## src/design/rblw_pkg.sv

```systemverilog
// ----------------------------------------------------------------------------
// rblw_pkg: shared types and constants
// Request kinds, queue entry layout, step codes and panel limits of the
// RGB565 bitmap LCD byte writer.
// ----------------------------------------------------------------------------
package rblw_pkg;

  localparam logic [11:0] PANEL_WIDTH  = 12'd320;
  localparam logic [11:0] PANEL_HEIGHT = 12'd480;

  localparam logic [7:0] CMD_COLUMN = 8'h2A;
  localparam logic [7:0] CMD_ROW    = 8'h2B;
  localparam logic [7:0] CMD_WRITE  = 8'h2C;

  localparam logic [1:0] REG_WIN_LEFT   = 2'd0;
  localparam logic [1:0] REG_WIN_TOP    = 2'd1;
  localparam logic [1:0] REG_WIN_WIDTH  = 2'd2;
  localparam logic [1:0] REG_WIN_HEIGHT = 2'd3;

  localparam logic [3:0] STEP_COL_CMD = 4'd0;
  localparam logic [3:0] STEP_C0_HI   = 4'd1;
  localparam logic [3:0] STEP_C0_LO   = 4'd2;
  localparam logic [3:0] STEP_C1_HI   = 4'd3;
  localparam logic [3:0] STEP_C1_LO   = 4'd4;
  localparam logic [3:0] STEP_ROW_CMD = 4'd5;
  localparam logic [3:0] STEP_R0_HI   = 4'd6;
  localparam logic [3:0] STEP_R0_LO   = 4'd7;
  localparam logic [3:0] STEP_R1_HI   = 4'd8;
  localparam logic [3:0] STEP_R1_LO   = 4'd9;
  localparam logic [3:0] STEP_WR_CMD  = 4'd10;
  localparam logic [3:0] STEP_RED     = 4'd11;
  localparam logic [3:0] STEP_GREEN   = 4'd12;
  localparam logic [3:0] STEP_BLUE    = 4'd13;

  localparam int QDEPTH = 2;
  localparam int QAW    = 1;

  typedef enum logic [1:0] {
    KIND_ERR = 2'd0,
    KIND_HDR = 2'd1,
    KIND_PIX = 2'd2
  } kind_t;

  typedef struct packed {
    kind_t       kind;
    logic [15:0] pixel;
    logic [9:0]  c0;
    logic [10:0] c1;
    logic [10:0] rw;
    logic        last_img;
  } entry_t;

endpackage

```

## src/design/rblw_front.sv

```systemverilog
// ----------------------------------------------------------------------------
// rblw_front: pixel intake and classification
// Holds the window registers and image counters, classifies each pixel
// request and computes its row header values.
// ----------------------------------------------------------------------------
module rblw_front import rblw_pkg::*; (
  input  logic        clk,
  input  logic        rst_n,
  input  logic        cfg_we,
  input  logic [1:0]  cfg_index,
  input  logic [10:0] cfg_wdata,
  input  logic        in_valid,
  output logic        in_ready,
  input  logic [15:0] in_pixel,
  output logic        push,
  input  logic        push_ready,
  output entry_t      push_entry
);

  logic [9:0]  win_left_r, win_left_nxt;
  logic [9:0]  win_top_r, win_top_nxt;
  logic [10:0] win_width_r, win_width_nxt;
  logic [10:0] win_height_r, win_height_nxt;
  logic [9:0]  col_r, col_nxt;
  logic [9:0]  row_r, row_nxt;

  logic        win_ok;
  logic        last_col;
  logic        last_row;
  logic [11:0] right_edge;
  logic [11:0] bottom_edge;

  assign in_ready    = push_ready;
  assign push        = in_valid && push_ready;
  assign right_edge  = {2'b00, win_left_r} + {1'b0, win_width_r};
  assign bottom_edge = {2'b00, win_top_r} + {1'b0, win_height_r};
  assign win_ok      = (win_width_r != 11'd0) && (win_height_r != 11'd0) &&
                       (right_edge <= PANEL_WIDTH) && (bottom_edge <= PANEL_HEIGHT);
  assign last_col    = ({1'b0, col_r} + 11'd1) >= win_width_r;
  assign last_row    = ({1'b0, row_r} + 11'd1) >= win_height_r;

  always_comb begin
    push_entry.pixel    = in_pixel;
    push_entry.c0       = win_left_r;
    push_entry.c1       = right_edge[10:0] - 11'd1;
    push_entry.rw       = {1'b0, win_top_r} + {1'b0, row_r};
    push_entry.last_img = last_col && last_row;
    if (!win_ok) begin
      push_entry.kind = KIND_ERR;
    end else if (col_r == 10'd0) begin
      push_entry.kind = KIND_HDR;
    end else begin
      push_entry.kind = KIND_PIX;
    end
  end

  always_comb begin
    win_left_nxt   = win_left_r;
    win_top_nxt    = win_top_r;
    win_width_nxt  = win_width_r;
    win_height_nxt = win_height_r;
    col_nxt        = col_r;
    row_nxt        = row_r;
    if (cfg_we) begin
      unique case (cfg_index)
        REG_WIN_LEFT:   win_left_nxt   = cfg_wdata[9:0];
        REG_WIN_TOP:    win_top_nxt    = cfg_wdata[9:0];
        REG_WIN_WIDTH:  win_width_nxt  = cfg_wdata;
        REG_WIN_HEIGHT: win_height_nxt = cfg_wdata;
        default: ;
      endcase
      col_nxt = 10'd0;
      row_nxt = 10'd0;
    end else if (push && win_ok) begin
      if (last_col) begin
        col_nxt = 10'd0;
        row_nxt = last_row ? 10'd0 : row_r + 10'd1;
      end else begin
        col_nxt = col_r + 10'd1;
      end
    end
  end

  always_ff @(posedge clk) begin
    if (!rst_n) begin
      win_left_r   <= 10'd0;
      win_top_r    <= 10'd0;
      win_width_r  <= 11'd320;
      win_height_r <= 11'd480;
      col_r        <= 10'd0;
      row_r        <= 10'd0;
    end else begin
      win_left_r   <= win_left_nxt;
      win_top_r    <= win_top_nxt;
      win_width_r  <= win_width_nxt;
      win_height_r <= win_height_nxt;
      col_r        <= col_nxt;
      row_r        <= row_nxt;
    end
  end

endmodule

```

## src/design/rblw_queue.sv

```systemverilog
// ----------------------------------------------------------------------------
// rblw_queue: request queue
// Two-entry queue between the intake and the byte sequencer.
// ----------------------------------------------------------------------------
module rblw_queue import rblw_pkg::*; (
  input  logic   clk,
  input  logic   rst_n,
  input  logic   push,
  output logic   push_ready,
  input  entry_t push_entry,
  output logic   q_valid,
  input  logic   pop,
  output entry_t q_head
);

  entry_t mem_r [QDEPTH];
  logic [QAW-1:0] wr_ptr_r, wr_ptr_nxt;
  logic [QAW-1:0] rd_ptr_r, rd_ptr_nxt;
  logic [QAW:0]   count_r, count_nxt;

  assign push_ready = count_r != QDEPTH[QAW:0];
  assign q_valid    = count_r != '0;
  assign q_head     = mem_r[rd_ptr_r];

  always_comb begin
    wr_ptr_nxt = push ? wr_ptr_r + 1'b1 : wr_ptr_r;
    rd_ptr_nxt = pop ? rd_ptr_r + 1'b1 : rd_ptr_r;
    count_nxt  = count_r + {{QAW{1'b0}}, push} - {{QAW{1'b0}}, pop};
  end

  always_ff @(posedge clk) begin
    if (push) begin
      mem_r[wr_ptr_r] <= push_entry;
    end
  end

  always_ff @(posedge clk) begin
    if (!rst_n) begin
      wr_ptr_r <= '0;
      rd_ptr_r <= '0;
      count_r  <= '0;
    end else begin
      wr_ptr_r <= wr_ptr_nxt;
      rd_ptr_r <= rd_ptr_nxt;
      count_r  <= count_nxt;
    end
  end

  a_count_bound: assert property (@(posedge clk) disable iff (!rst_n)
    count_r <= QDEPTH[QAW:0])
    else $error("queue count beyond depth");

endmodule

```

## src/design/rblw_back.sv

```systemverilog
// ----------------------------------------------------------------------------
// rblw_back: byte sequencer
// Walks each queued request through its header and pixel bytes and drives
// the registered byte output.
// ----------------------------------------------------------------------------
module rblw_back import rblw_pkg::*; (
  input  logic        clk,
  input  logic        rst_n,
  input  logic        q_valid,
  input  entry_t      q_head,
  output logic        pop,
  output logic        out_valid,
  input  logic        out_ready,
  output logic [7:0]  out_byte,
  output logic        out_is_data,
  output logic        out_last_of_run,
  output logic        out_image_done,
  output logic        out_status
);

  logic       busy_r, busy_nxt;
  logic [3:0] step_r, step_nxt;
  logic       out_valid_r, out_valid_nxt;
  logic [7:0] byte_r;
  logic       is_data_r;
  logic       last_r;
  logic       done_r;
  logic       status_r;

  logic       advance;
  logic       is_err;
  logic       at_end;
  logic [3:0] idx;
  logic [7:0] byte_sel;
  logic       data_sel;
  logic [4:0] red5;
  logic [4:0] blue5;

  assign is_err  = q_head.kind == KIND_ERR;
  assign advance = q_valid && (!out_valid_r || out_ready);
  assign red5    = q_head.pixel[15:11];
  assign blue5   = q_head.pixel[4:0];

  always_comb begin
    if (busy_r) begin
      idx = step_r;
    end else begin
      unique case (q_head.kind)
        KIND_HDR: idx = STEP_COL_CMD;
        KIND_PIX: idx = STEP_RED;
        default:  idx = STEP_BLUE;
      endcase
    end
  end

  assign at_end = idx == STEP_BLUE;
  assign pop    = advance && at_end;

  always_comb begin
    data_sel = 1'b1;
    unique case (idx)
      STEP_COL_CMD: begin
        byte_sel = CMD_COLUMN;
        data_sel = 1'b0;
      end
      STEP_C0_HI:   byte_sel = {6'd0, q_head.c0[9:8]};
      STEP_C0_LO:   byte_sel = q_head.c0[7:0];
      STEP_C1_HI:   byte_sel = {5'd0, q_head.c1[10:8]};
      STEP_C1_LO:   byte_sel = q_head.c1[7:0];
      STEP_ROW_CMD: begin
        byte_sel = CMD_ROW;
        data_sel = 1'b0;
      end
      STEP_R0_HI:   byte_sel = {5'd0, q_head.rw[10:8]};
      STEP_R0_LO:   byte_sel = q_head.rw[7:0];
      STEP_R1_HI:   byte_sel = {5'd0, q_head.rw[10:8]};
      STEP_R1_LO:   byte_sel = q_head.rw[7:0];
      STEP_WR_CMD:  begin
        byte_sel = CMD_WRITE;
        data_sel = 1'b0;
      end
      STEP_RED:     byte_sel = {red5, red5[4], 2'b00};
      STEP_GREEN:   byte_sel = {q_head.pixel[10:5], 2'b00};
      STEP_BLUE:    byte_sel = {blue5, blue5[4], 2'b00};
      default:      byte_sel = 8'd0;
    endcase
    if (is_err) begin
      byte_sel = 8'd0;
      data_sel = 1'b0;
    end
  end

  always_comb begin
    busy_nxt      = busy_r;
    step_nxt      = step_r;
    out_valid_nxt = out_valid_r;
    if (out_ready) begin
      out_valid_nxt = 1'b0;
    end
    if (advance) begin
      out_valid_nxt = 1'b1;
      busy_nxt      = !at_end;
      step_nxt      = idx + 4'd1;
    end
  end

  always_ff @(posedge clk) begin
    if (advance) begin
      byte_r    <= byte_sel;
      is_data_r <= data_sel;
      last_r    <= at_end;
      done_r    <= at_end && q_head.last_img && !is_err;
      status_r  <= is_err;
    end
  end

  always_ff @(posedge clk) begin
    if (!rst_n) begin
      busy_r      <= 1'b0;
      step_r      <= 4'd0;
      out_valid_r <= 1'b0;
    end else begin
      busy_r      <= busy_nxt;
      step_r      <= step_nxt;
      out_valid_r <= out_valid_nxt;
    end
  end

  assign out_valid       = out_valid_r;
  assign out_byte        = byte_r;
  assign out_is_data     = is_data_r;
  assign out_last_of_run = last_r;
  assign out_image_done  = done_r;
  assign out_status      = status_r;

  a_busy_has_head: assert property (@(posedge clk) disable iff (!rst_n)
    busy_r |-> q_valid)
    else $error("sequencer lost its request mid-run");

endmodule

```

## src/design/rgb565_bitmap_lcd_byte_writer_core.sv

```systemverilog
// ----------------------------------------------------------------------------
// rgb565_bitmap_lcd_byte_writer_core: RGB565 bitmap to panel byte stream
// Turns row-major RGB565 pixels into tagged command and RGB666 data bytes.
// ----------------------------------------------------------------------------
// Usage:
//   in_*  : one RGB565 pixel per request, valid/ready.
//   out_* : one panel byte per request, valid/ready, tagged with is_data,
//           last_of_run, image_done and status.
//   cfg_* : write-only window registers (left, top, width, height); any
//           write restarts the image at its first pixel.
// Each pixel gives three data bytes; the first pixel of a row is preceded
// by an eleven-byte column/row/write header. An invalid window gives one
// status byte per pixel. The byte sequencer emits one byte per cycle while
// the queue holds a request and the receiver is not stalling the output.
// The first byte of a pixel is registered in the queue and then in the
// output register before out_valid rises.
// A two-entry queue sits between intake and sequencer; intake keeps taking
// pixels while the queue has room, and a stalled receiver holds the output
// register, then the sequencer, then the queue, then in_ready.
// Reset empties the queue, clears the counters and loads a 320x480 window
// at the origin.
// ----------------------------------------------------------------------------
module rgb565_bitmap_lcd_byte_writer_core import rblw_pkg::*; (
  input  logic        clk,
  input  logic        rst_n,
  input  logic        cfg_we,
  input  logic [1:0]  cfg_index,
  input  logic [10:0] cfg_wdata,
  input  logic        in_valid,
  output logic        in_ready,
  input  logic [15:0] in_pixel,
  output logic        out_valid,
  input  logic        out_ready,
  output logic [7:0]  out_byte,
  output logic        out_is_data,
  output logic        out_last_of_run,
  output logic        out_image_done,
  output logic        out_status
);

  logic   push;
  logic   push_ready;
  entry_t push_entry;
  logic   q_valid;
  logic   pop;
  entry_t q_head;

  rblw_front u_front (
    .clk        (clk),
    .rst_n      (rst_n),
    .cfg_we     (cfg_we),
    .cfg_index  (cfg_index),
    .cfg_wdata  (cfg_wdata),
    .in_valid   (in_valid),
    .in_ready   (in_ready),
    .in_pixel   (in_pixel),
    .push       (push),
    .push_ready (push_ready),
    .push_entry (push_entry)
  );

  rblw_queue u_queue (
    .clk        (clk),
    .rst_n      (rst_n),
    .push       (push),
    .push_ready (push_ready),
    .push_entry (push_entry),
    .q_valid    (q_valid),
    .pop        (pop),
    .q_head     (q_head)
  );

  rblw_back u_back (
    .clk             (clk),
    .rst_n           (rst_n),
    .q_valid         (q_valid),
    .q_head          (q_head),
    .pop             (pop),
    .out_valid       (out_valid),
    .out_ready       (out_ready),
    .out_byte        (out_byte),
    .out_is_data     (out_is_data),
    .out_last_of_run (out_last_of_run),
    .out_image_done  (out_image_done),
    .out_status      (out_status)
  );

  a_done_is_last: assert property (@(posedge clk) disable iff (!rst_n)
    out_valid && out_image_done |-> out_last_of_run && !out_status)
    else $error("image end flagged off a pixel's last byte");

  a_status_shape: assert property (@(posedge clk) disable iff (!rst_n)
    out_valid && out_status |-> out_last_of_run && !out_is_data && out_byte == 8'd0)
    else $error("malformed status byte");

endmodule
```

## config.mk

```make
export PLATFORM = sky130hd
export DESIGN_NAME = rgb565_bitmap_lcd_byte_writer_core
export DESIGN_NICKNAME = d
export VERILOG_FILES = /design/src/design/rblw_pkg.sv /design/src/design/rblw_front.sv /design/src/design/rblw_queue.sv /design/src/design/rblw_back.sv /design/src/design/rgb565_bitmap_lcd_byte_writer_core.sv
export SDC_FILE = /design/constraint.sdc
export NUM_CORES = 1
export LEC_CHECK = 0
export BUFFER_PORTS_ARGS = -buffer_cell sky130_fd_sc_hd__buf_2
export CAP_MARGIN = 15
export CORE_MARGIN = 3
export CORE_UTILIZATION = 35
export DETAILED_ROUTE_END_ITERATION = 16
export HOLD_SLACK_MARGIN = 0.06
export PLACE_DENSITY = 0.56
export SLEW_MARGIN = 30
export SYNTH_ARGS = -nofsm -noshare
export SYNTH_HDL_FRONTEND = slang
export SYNTH_HIERARCHICAL = 1
export SYNTH_SLANG_ARGS = --single-unit
```

## constraint.sdc

```tcl
create_clock -name clk -period 8.5 [get_ports clk]
set_input_delay 1.275 -clock clk [delete_from_list [all_inputs] [get_ports clk]]
set_output_delay 1.275 -clock clk [all_outputs]
set_load 0.05 [all_outputs]
```

==> results of run 1 <==
cell usage in the layout (no fill, tap or decap), drive strengths merged, types with 5 or more instances in the layout:
cell    instances
edfxtp        114
dfxtp          73
ha             68
nand2          62
inv            58
mux2           54
buf            54
a21oi          48
o21ai          45
nor2b          33
nand3          28
xor2           27
xnor2          23
mux2i          22
a21boi         19
nor2           18
clkbuf         17
and3           17
nor3           15
o31ai          15
and2           14
a222oi         13
a21o           12
o211ai          9
nor3b           9
nor4            8
o21a            7
a211oi          7
nand2b          7
a211o           5
power groups by stage:
| stage | logic, uW | registers (uW) | clock network [uW] |
|---|---|---|---|
| 4_1_cts | 960 | 1190 | 882 |
| 5_1_grt | 1040 | 1200 | 921 |
| 2_1_floorplan | 673 | 1300 | 0 |
| 3_5_place_dp | 958 | 1210 | 0 |
| 3_3_place_gp | 950 | 1210 | 0 |
| 6_report | 966 | 1190 | 863 |
per-layer routing:
| metal | global-route usage | vias to the layer above |
|---|---|---|
| li1 | - | 3488 |
| met1 | 0.213 | 3446 |
| met2 | 0.239 | 165 |
| met3 | 0.0269 | 15 |
| met4 | 0.0396 | 0 |
| met5 | 0 | - |
flip-flops by register name, indices dropped and copies added, names as in the netlist, named ones only:
| name | count |
|---|---|
| u_queue/count_r | 2 |
| u_back/out_image_done | 1 |
| u_back/busy_r | 1 |
| u_back/out_status | 1 |
| u_queue/mem_r | 102 |
| u_queue/rd_ptr_r | 1 |
| u_back/out_valid | 1 |
| u_back/step_r | 4 |
| u_front/col_r | 10 |
| u_front/win_height_r | 11 |
| u_front/win_left_r | 10 |
| u_front/win_width_r | 11 |
| u_back/out_last_of_run | 1 |
| u_back/out_is_data | 1 |
| u_queue/wr_ptr_r | 1 |
| u_front/win_top_r | 10 |
| u_back/out_byte | 8 |
| u_front/row_r | 10 |
per-stage QoR:
stage / total power (uW) / cell area (um^2) / util
after detailed placement: 2170 / 11000 / 0.375
after CTS: 3030 / 11600 / 0.397
after global routing: 3160 / 11600 / 0.398
after global placement: 2160 / 11000 / 0.375
after floorplan: 1970 / 10600 / -
final: 3020 / 11600 / 0.398
final cells by class:
| type | count | share of cell area |
|---|---|---|
| flip-flops and latches | 187 | 0.420 |
| inverters | 48 | 0.0155 |
| clock inverters | 15 | 0.0191 |
| multi-input cells | 644 | 0.443 |
| clock buffers | 17 | 0.0366 |
| well taps | 384 | 0.0413 |
| repair buffers | 54 | 0.0247 |
kinds of logic (layout without fill, tap and decap cells):
group / Yosys count / after routing / share of synthesized area
AND/OR/NAND/NOR: 229 / 229 / 0.116
AO/OA/AOI/OAI: 217 / 217 / 0.142
buffers and inverters: 104 / 134 / 0.0527
multiplexers: 76 / 76 / 0.0963
XOR/XNOR: 51 / 51 / 0.0436
flip-flops: 187 / 187 / 0.463
adder cells (fa/ha/maj): 71 / 71 / 0.0863
worst max-delay path: stages (launching register included):
cell,delay (ns)
dfxtp_1,0.34
ha_1,0.28
or2_2,0.33
or3_1,0.33
o2111ai_1,0.27
mux2_2,0.38
a31o_2,0.25
or4b_1,0.88
or4_1,0.64
a21oi_1,0.15
final timing paths:
kind / startpoint / endpoint / slack, ns
worst max-delay path: u_front/win_left_r[3] / u_front/col_r[1] / 4.55
worst min-delay path: u_front/win_left_r[0] / u_queue/mem_r[0][23] / 0.50
worst max register to register: u_front/win_left_r[3] / u_front/col_r[1] / 4.55
worst min register to register: u_front/win_left_r[0] / u_queue/mem_r[0][23] / 0.50
==> results.json, run 1 <==
{
  "outcome": "finished clean",
  "dpl.hpwl_um": 17800,
  "switching_share": 0.358,
  "nets": 1057,
  "drive_gt1_frac": 0.163,
  "max_slew.worst_pin.slew_ns": 0.914,
  "vias": 7114,
  "multiInputGateArea_um2": 5150,
  "peakVddDrop_mv": 0.139,
  "hold_viol": 0,
  "syn-cell-area_um2": 10600,
  "grt_pass1_wl_um": 38600,
  "fp.coreArea_um2": 29200,
  "grt_pass1_vias": 6932,
  "stdcell_count": 1349,
  "p_sw_uw": 1080,
  "max_cap_violations": 0,
  "ys_types": 68,
  "ios": 48,
  "slew_headroom": 0.391,
  "combPwrFrac": 0.320,
  "routedWlPerCell_um": 18.1,
  "syn_nets": 1040,
  "cts_root_buffer": "clkbuf_16",
  "dr.max_layer_used": "met4",
  "clk_latency_ns": 0.45,
  "arrival_ns": 4.31,
  "min_period_over_period": 0.465,
  "wl_met2_um": 11300,
  "yosysMostFrequentCell": "edfxtp_1",
  "antenna_left": 0,
  "routed_wl_um": 24500,
  "yosys-top-cells-area": "edfxtp_1 32%, dfxtp_1 14%, ha_1 8.1%",
  "clk_pin_slew_ns": 0.08,
  "synth.avg_cell_area_um2": 11.3,
  "placed_cells": 1316,
  "p_per_area_nw_per_um2": 259,
  "synth_edf_count": 114,
  "cts_setup_buffers": 0,
  "synthCells": 935,
  "setup_viol": 0,
  "dp_slack_ns": 4.61,
  "dr.pass1.iters": 6,
  "die_w_um": 180,
  "grt_max_degree": 55,
  "met1_length_um": 12000,
  "fin_skew_ns": 0.0171,
  "fin_crit_ns": 3.95,
  "critical_path_required_ns": 8.86,
  "fin_setup_tns_ns": 0,
  "rows": 62,
  "area_growth_pct": 10.2,
  "regArea_um2": 4890,
  "cts_sinks": 187,
  "cts-resized-gates": 0,
  "cts_buffers": 17,
  "whs_ns": 0.503,
  "tritoncts": "done",
  "clockBufferDepth": 2,
  "n_antenna_cell": 0,
  "min_path_cells": 0,
  "ys_seq_area_frac": 0.463,
  "timing_worst_setup_path_type": "reg2reg",
  "ys.warnings.count": 6,
  "grt_setup_unrepaired": "false",
  "p_clk_frac": 0.286,
  "p_leak_uw": 0.00464,
  "min_path_type": "reg2reg",
  "start_util": 0.361,
  "ys_ff_latch": 187,
  "portBuffers": 47,
  "overflow": 0,
  "worstSetupStartpointType": "register",
  "wl_met3_um": 975,
  "grt_use_total": 0.150,
  "reg2regPathDepth": 9,
  "post_cts_hold_buffer_count": 0,
  "place.gp.congestion": 0.883,
  "dieArea_um2": 32300,
  "synth.top_cell.area_share": 0.324,
  "antenna_found_initial": 0,
  "pwr-share-seq": 0.394,
  "async_flop_share": 0,
  "cts_max_level": 4,
  "cp-end-kind": "register",
  "fin_ws_ns": 4.55,
  "path_max_fanout": 26,
  "synth_flop_cell": "edfxtp_1",
  "slew_viol_final": 0,
  "vias_per_cell": 5.27,
  "yosys.area.top_type": "edfxtp_1",
  "internal_power_uw": 1940,
  "fmax_mhz": 253,
  "fillers": 2826,
  "netlist_top_cells_count": "114 x edfxtp_1, 73 x dfxtp_1, 68 x ha_1, 62 x nand2_1, 50 x mux2_4",
  "die_h_um": 180,
  "drc": 0,
  "drtIter0Drc": 519
}
(Power assumes the default switching activity.)
==> run 2, diff against run 1 <==
==> constraint.sdc (replaced) <==
create_clock -name clk -period 3.75 [get_ports clk]
set_input_delay 0.5625 -clock clk [delete_from_list [all_inputs] [get_ports clk]]
set_output_delay 0.5625 -clock clk [all_outputs]
set_load 0.05 [all_outputs]
==> run 2 against run 1 <==
  * Flip-flop and latch count is the same
  * Critical endpoint is now u_front/col_r[0]
  * Total power rose by 130%
  * Critical path type unchanged
  * Global-route usage rose by 0.38 points
  * First-iteration DRC count increased by 8.7%
  * Cell area is 0.90% higher
  * Largest power group unchanged
  * Combinational power up 130%
  * Setup slack worse by 4.4 ns
==> results.json, run 2 (same netlist as run 1, synthesis figures left out) <==
{
  "cts_sinks": 187,
  "cts-resized-gates": 0,
  "post_cts_hold_buffer_count": 0,
  "regMostFlops": "u_queue/mem_r",
  "place.gp.congestion": 0.876,
  "pwr-share-seq": 0.391,
  "start_util": 0.361,
  "p_per_area_nw_per_um2": 585,
  "cp-end-kind": "register",
  "final_cell_mix": "114 x edfxtp_1, 72 x dfxtp_1, 68 x ha_1",
  "dieArea_um2": 32300,
  "setup_viol": 0,
  "portBuffers": 47,
  "max_stage_delay_ns": 0.63,
  "p_leak_uw": 0.00471,
  "routedWlPerCell_um": 18.4,
  "grt_pass1_vias": 6926,
  "cts_max_level": 4,
  "layout_commonest_cell": "edfxtp_1",
  "peakVddDrop_mv": 0.257,
  "die_w_um": 180,
  "switching_share": 0.365,
  "die_h_um": 180,
  "r2r_end": "u_front/col_r[0]",
  "dpl.hpwl_um": 18200,
  "crit_slowest_cell": "or4b_1",
  "drtIter0Drc": 564,
  "fmax_mhz": 279,
  "min_path_cells": 1,
  "cts_root_buffer": "clkbuf_16",
  "internal_power_uw": 4360,
  "vias_per_cell": 5.26,
  "nets": 1072,
  "min_period_over_period": 0.954,
  "grt_use_total": 0.154,
  "p_clk_frac": 0.284,
  "drive_gt1_frac": 0.174,
  "outcome": "finished clean",
  "reg2regPathDepth": 9,
  "grt_max_degree": 54,
  "min_path_type": "in2reg",
  "whs_endpoint": "u_queue/mem_r[1][34]",
  "n_antenna_cell": 0,
  "path_cells": "ha_1 -> or2_2 -> or3_1 -> o2111ai_1 -> mux2_2 -> a31o_2 -> or4b_1 -> or4_1 -> a21oi_1",
  "cts_buffers": 17,
  "routed_wl_um": 25100,
  "tritoncts": "done",
  "overflow": 0,
  "slew_headroom": 0.390,
  "path_max_fanout": 9,
  "grt_setup_unrepaired": "false",
  "largest_register_ffs": 102,
  "max_slew.worst_pin.slew_ns": 0.916,
  "cts_setup_buffers": 0,
  "area_growth_pct": 11.2,
  "dr.pass1.iters": 5,
  "fin_skew_ns": 0.0135,
  "r2r-start": "u_front/win_width_r[4]",
  "multiInputGateArea_um2": 5130,
  "fin_setup_tns_ns": 0,
  "slew_viol_final": 0,
  "critical_path_required_ns": 4.10,
  "regArea_um2": 4890,
  "hold_viol": 0,
  "antenna_left": 0,
  "whs_ns": 0.299,
  "max_cap_violations": 0,
  "arrival_ns": 3.93,
  "hp-start": "in_pixel[1]",
  "fp.coreArea_um2": 29200,
  "grt_pass1_wl_um": 39500,
  "clk_latency_ns": 0.45,
  "antenna_found_initial": 0,
  "rows": 62,
  "fin_crit_ns": 3.58,
  "rrSetupSlack_ns": 0.17,
  "clk_pin_slew_ns": 0.09,
  "worstSetupStartpointType": "register",
  "clockBufferDepth": 2,
  "reg.largest.list": "u_queue/mem_r: 102 flops, u_front/win_height_r: 11 flops, u_front/win_width_r: 11 flops",
  "p_sw_uw": 2500,
  "combPwrFrac": 0.325,
  "timing_worst_setup_path_type": "reg2reg",
  "fillers": 2816,
  "drc": 0,
  "vias": 7169,
  "ios": 48
}
==> run 2: cell types whose count changed in the layout (fill, tap and decap cells not counted), sizes merged <==
cell,before,now
clkinv,4,5
bufinv,1,0
buf,54,69
==> run 2: how the worst max path moves through the flow <==
stage,from,endpoint,cells after the start
2_1_floorplan,u_front/win_left_r[3],u_front/row_r[9],10
3_3_place_gp,u_front/win_left_r[4],u_front/row_r[9],9
3_5_place_dp,u_front/win_left_r[4],u_front/row_r[9],9
4_1_cts,u_front/win_left_r[4],u_front/col_r[0],9
5_1_grt,u_front/col_r[2],u_front/row_r[1],13
6_report,u_front/win_width_r[4],u_front/col_r[0],9
==> run 2: power groups by stage <==
stage / Sequential (uW) / Clock (uW) / Combinational, uW
floorplan: 2940 / 0 / 1530
global placement: 2730 / 0 / 2210
detailed placement: 2740 / 0 / 2210
CTS: 2690 / 1990 / 2220
global route: 2720 / 2090 / 2410
finish: 2680 / 1950 / 2230
==> run 2: worst max-delay path: cells and delay by family, from the launching register on <==
family                   cells  cell delay (ns)
AO/OA/AOI/OAI                3             0.66
adder cells (fa/ha/maj)      1             0.26
flip-flops                   1             0.35
multiplexers                 1             0.37
AND/OR/NAND/NOR              4             1.84
==> run 2: metal layers <==
metal  global-route usage  vias up  part of all wire
met5                    0        -                 0
met4               0.0393        0             0.011
met3               0.0277       19             0.036
met2                0.244      163              0.46
met1                0.219     3475              0.49
li1                     -     3512                 -
==> run 2: through the flow <==
step	utilization	setup WS [ns]	cells	cell area, um^2	total power, uW
5_1_grt	0.401	0.00117	1364	11700	7210
6_report	0.401	0.171	1364	11700	6860
3_3_place_gp	0.379	0.301	1332	11100	4930
4_1_cts	0.401	0.196	1364	11700	6910
2_1_floorplan	-	0.474	935	10600	4470
3_5_place_dp	0.379	0.243	1332	11100	4950
==> run 2: cell type report <==
| cell class | instances | area share |
|---|---|---|
| sequential | 187 | 0.416 |
| multi-input combinational | 644 | 0.437 |
| timing repair buffer | 69 | 0.0352 |
| tap | 384 | 0.0409 |
| clock buffer | 17 | 0.0362 |
| clock inverter | 15 | 0.0187 |
| inverter | 48 | 0.0153 |
==> run 3, diff against run 2 <==
--- a/config.mk
+++ b/config.mk
@@ -5,7 +5,7 @@
 export SDC_FILE = /design/constraint.sdc
 export NUM_CORES = 1
 export LEC_CHECK = 0
-export BUFFER_PORTS_ARGS = -buffer_cell sky130_fd_sc_hd__buf_2
+export BUFFER_PORTS_ARGS = -buffer_cell sky130_fd_sc_hd__buf_4
 export CAP_MARGIN = 15
 export CORE_MARGIN = 3
 export CORE_UTILIZATION = 35
==> run 3 against run 2 <==
  * Register-to-register slack improved by 0.04 ns
  * Critical path depth stayed put
  * Total power is 1.4% lower
  * Clock skew is 0.0041 ns lower
  * Setup slack better by 0.040 ns
  * Global-route usage barely moved
  * Critical endpoint is now u_front/row_r[9]
  * Via count increased by 0.24%
  * First-iteration DRC count rose by 6.6%
  * Hold slack hardly changed
  * Largest power group unchanged
==> results.json, run 3 (same netlist as run 1, synthesis figures left out) <==
{
  "outcome": "finished clean",
  "clk_pin_slew_ns": 0.08,
  "place_area_um2": 11200,
  "dieArea_um2": 32300,
  "ios": 48,
  "fin_ws_ns": 0.211,
  "crit_buf_inv": 0,
  "overflow": 0,
  "fp.coreArea_um2": 29200,
  "start_util": 0.361,
  "rrSetupSlack_ns": 0.21,
  "cp-startpoint": "u_front/win_left_r[3]",
  "fillers": 2789,
  "slew_viol_final": 0,
  "fmax_mhz": 283,
  "n_antenna_cell": 0,
  "path_max_fanout": 11,
  "nets": 1075,
  "dpl.hpwl_um": 18200,
  "worstSetupStartpointType": "register",
  "min_path_type": "in2reg",
  "design_area_um2": 11800,
  "clk_latency_ns": 0.44,
  "crit_slowest_cell": "or4b_1",
  "portBuffers": 47,
  "antenna_left": 0,
  "routed_wl_um": 24800,
  "r2r-start": "u_front/win_left_r[3]",
  "cts_buffers": 17,
  "fin_crit_ns": 3.54,
  "path_cells": "ha_1 -> or2_2 -> or3_1 -> o2111ai_1 -> mux2_2 -> a31o_2 -> or4b_1 -> or4b_1 -> a21oi_1",
  "crit_cells": 9,
  "fin_setup_tns_ns": 0,
  "hold_viol": 0,
  "grt_setup_unrepaired": "false",
  "peakVddDrop_mv": 0.307,
  "vias": 7186,
  "cp-endpoint": "u_front/row_r[9]",
  "clockBufferDepth": 2,
  "utilization": 0.404,
  "drive_gt1_frac": 0.178,
  "post_cts_hold_buffer_count": 0,
  "cts_root_buffer": "clkbuf_16",
  "arrival_ns": 3.89,
  "vias_per_cell": 5.26,
  "layout_commonest_cell": "edfxtp_1",
  "reg.largest.list": "u_queue/mem_r: 102 flops, u_front/win_height_r: 11 flops, u_front/win_width_r: 11 flops",
  "crit_top_cell": "or4b_1",
  "fin_skew_ns": 0.00936,
  "area_growth_pct": 12.1,
  "max_slew.worst_pin.slew_ns": 0.963,
  "min_period_over_period": 0.944,
  "max_stage_delay_ns": 0.68,
  "reg2regPathDepth": 9,
  "grt_pass1_wl_um": 39400,
  "timing_worst_setup_path_type": "reg2reg",
  "dr.pass1.iters": 5,
  "cts-resized-gates": 0,
  "cts_setup_buffers": 0,
  "die_h_um": 180,
  "place.gp.congestion": 0.885,
  "cp-end-kind": "register",
  "crit_family": "simple AND/OR/NAND/NOR gates",
  "die_w_um": 180,
  "largest_register_ffs": 102,
  "routedWlPerCell_um": 18.1,
  "antenna_found_initial": 0,
  "p_per_area_nw_per_um2": 572,
  "slew_headroom": 0.358,
  "rows": 62,
  "grt_use_total": 0.154,
  "cts_max_level": 4,
  "setup_viol": 0,
  "grt_pass1_vias": 7032,
  "regMostFlops": "u_queue/mem_r",
  "r2r_end": "u_front/row_r[9]",
  "critical_path_required_ns": 4.10,
  "final_cell_mix": "114 x edfxtp_1, 72 x dfxtp_1, 71 x buf_4",
  "cts_sinks": 187,
  "dp_slack_ns": 0.239,
  "p_leak_uw": 0.00474,
  "drtIter0Drc": 601,
  "drc": 0,
  "tritoncts": "done",
  "max_cap_violations": 0,
  "grt_max_degree": 54
}
[run 3: area by class of cell]
| type | instances | area, um^2 | area share |
|---|---|---|---|
| clock buffers | 17 | 425 | 0.0360 |
| multi-input cells | 644 | 5140 | 0.434 |
| inverters | 48 | 180 | 0.0152 |
| flip-flops and latches | 187 | 4890 | 0.413 |
| repair buffers | 72 | 553 | 0.0468 |
| well taps | 384 | 480 | 0.0406 |
| clock inverters | 15 | 165 | 0.0140 |
[run 3: per-stage QoR]
step	power, uW	hold WS, ns	instances
after CTS	6820	0.277	1367
after global placement	4990	0.471	1335
after floorplan	4470	0.453	935
after global routing	7120	0.277	1367
after detailed placement	5010	0.491	1335
final	6770	0.299	1367
[run 3: worst min-delay path by stage]
stage / startpoint / end / cells past startpoint
final: in_pixel[0] / u_queue/mem_r[1][33] / 1
after global routing: in_pixel[0] / u_queue/mem_r[1][33] / 1
after CTS: in_pixel[0] / u_queue/mem_r[0][33] / 1
after detailed placement: u_front/win_left_r[2] / u_queue/mem_r[1][25] / 0
after global placement: u_front/win_left_r[3] / u_queue/mem_r[0][26] / 0
after floorplan: u_front/win_left_r[0] / u_queue/mem_r[0][23] / 0
[run 3: metal layers]
metal,routed length (um),GRT usage
met2,11500,0.244
met3,873,0.0267
met1,12100,0.216
met5,0,0
met4,357,0.0461
[run 3: power by group]
| group | total (uW) | internal [uW] | switching, uW | leakage [uW] |
|---|---|---|---|---|
| Sequential | 2670 | 2560 | 117 | 0.00167 |
| Clock | 1810 | 898 | 908 | 0.000284 |
| Combinational | 2290 | 918 | 1370 | 0.00278 |
| Total | 6770 | 4370 | 2390 | 0.00474 |
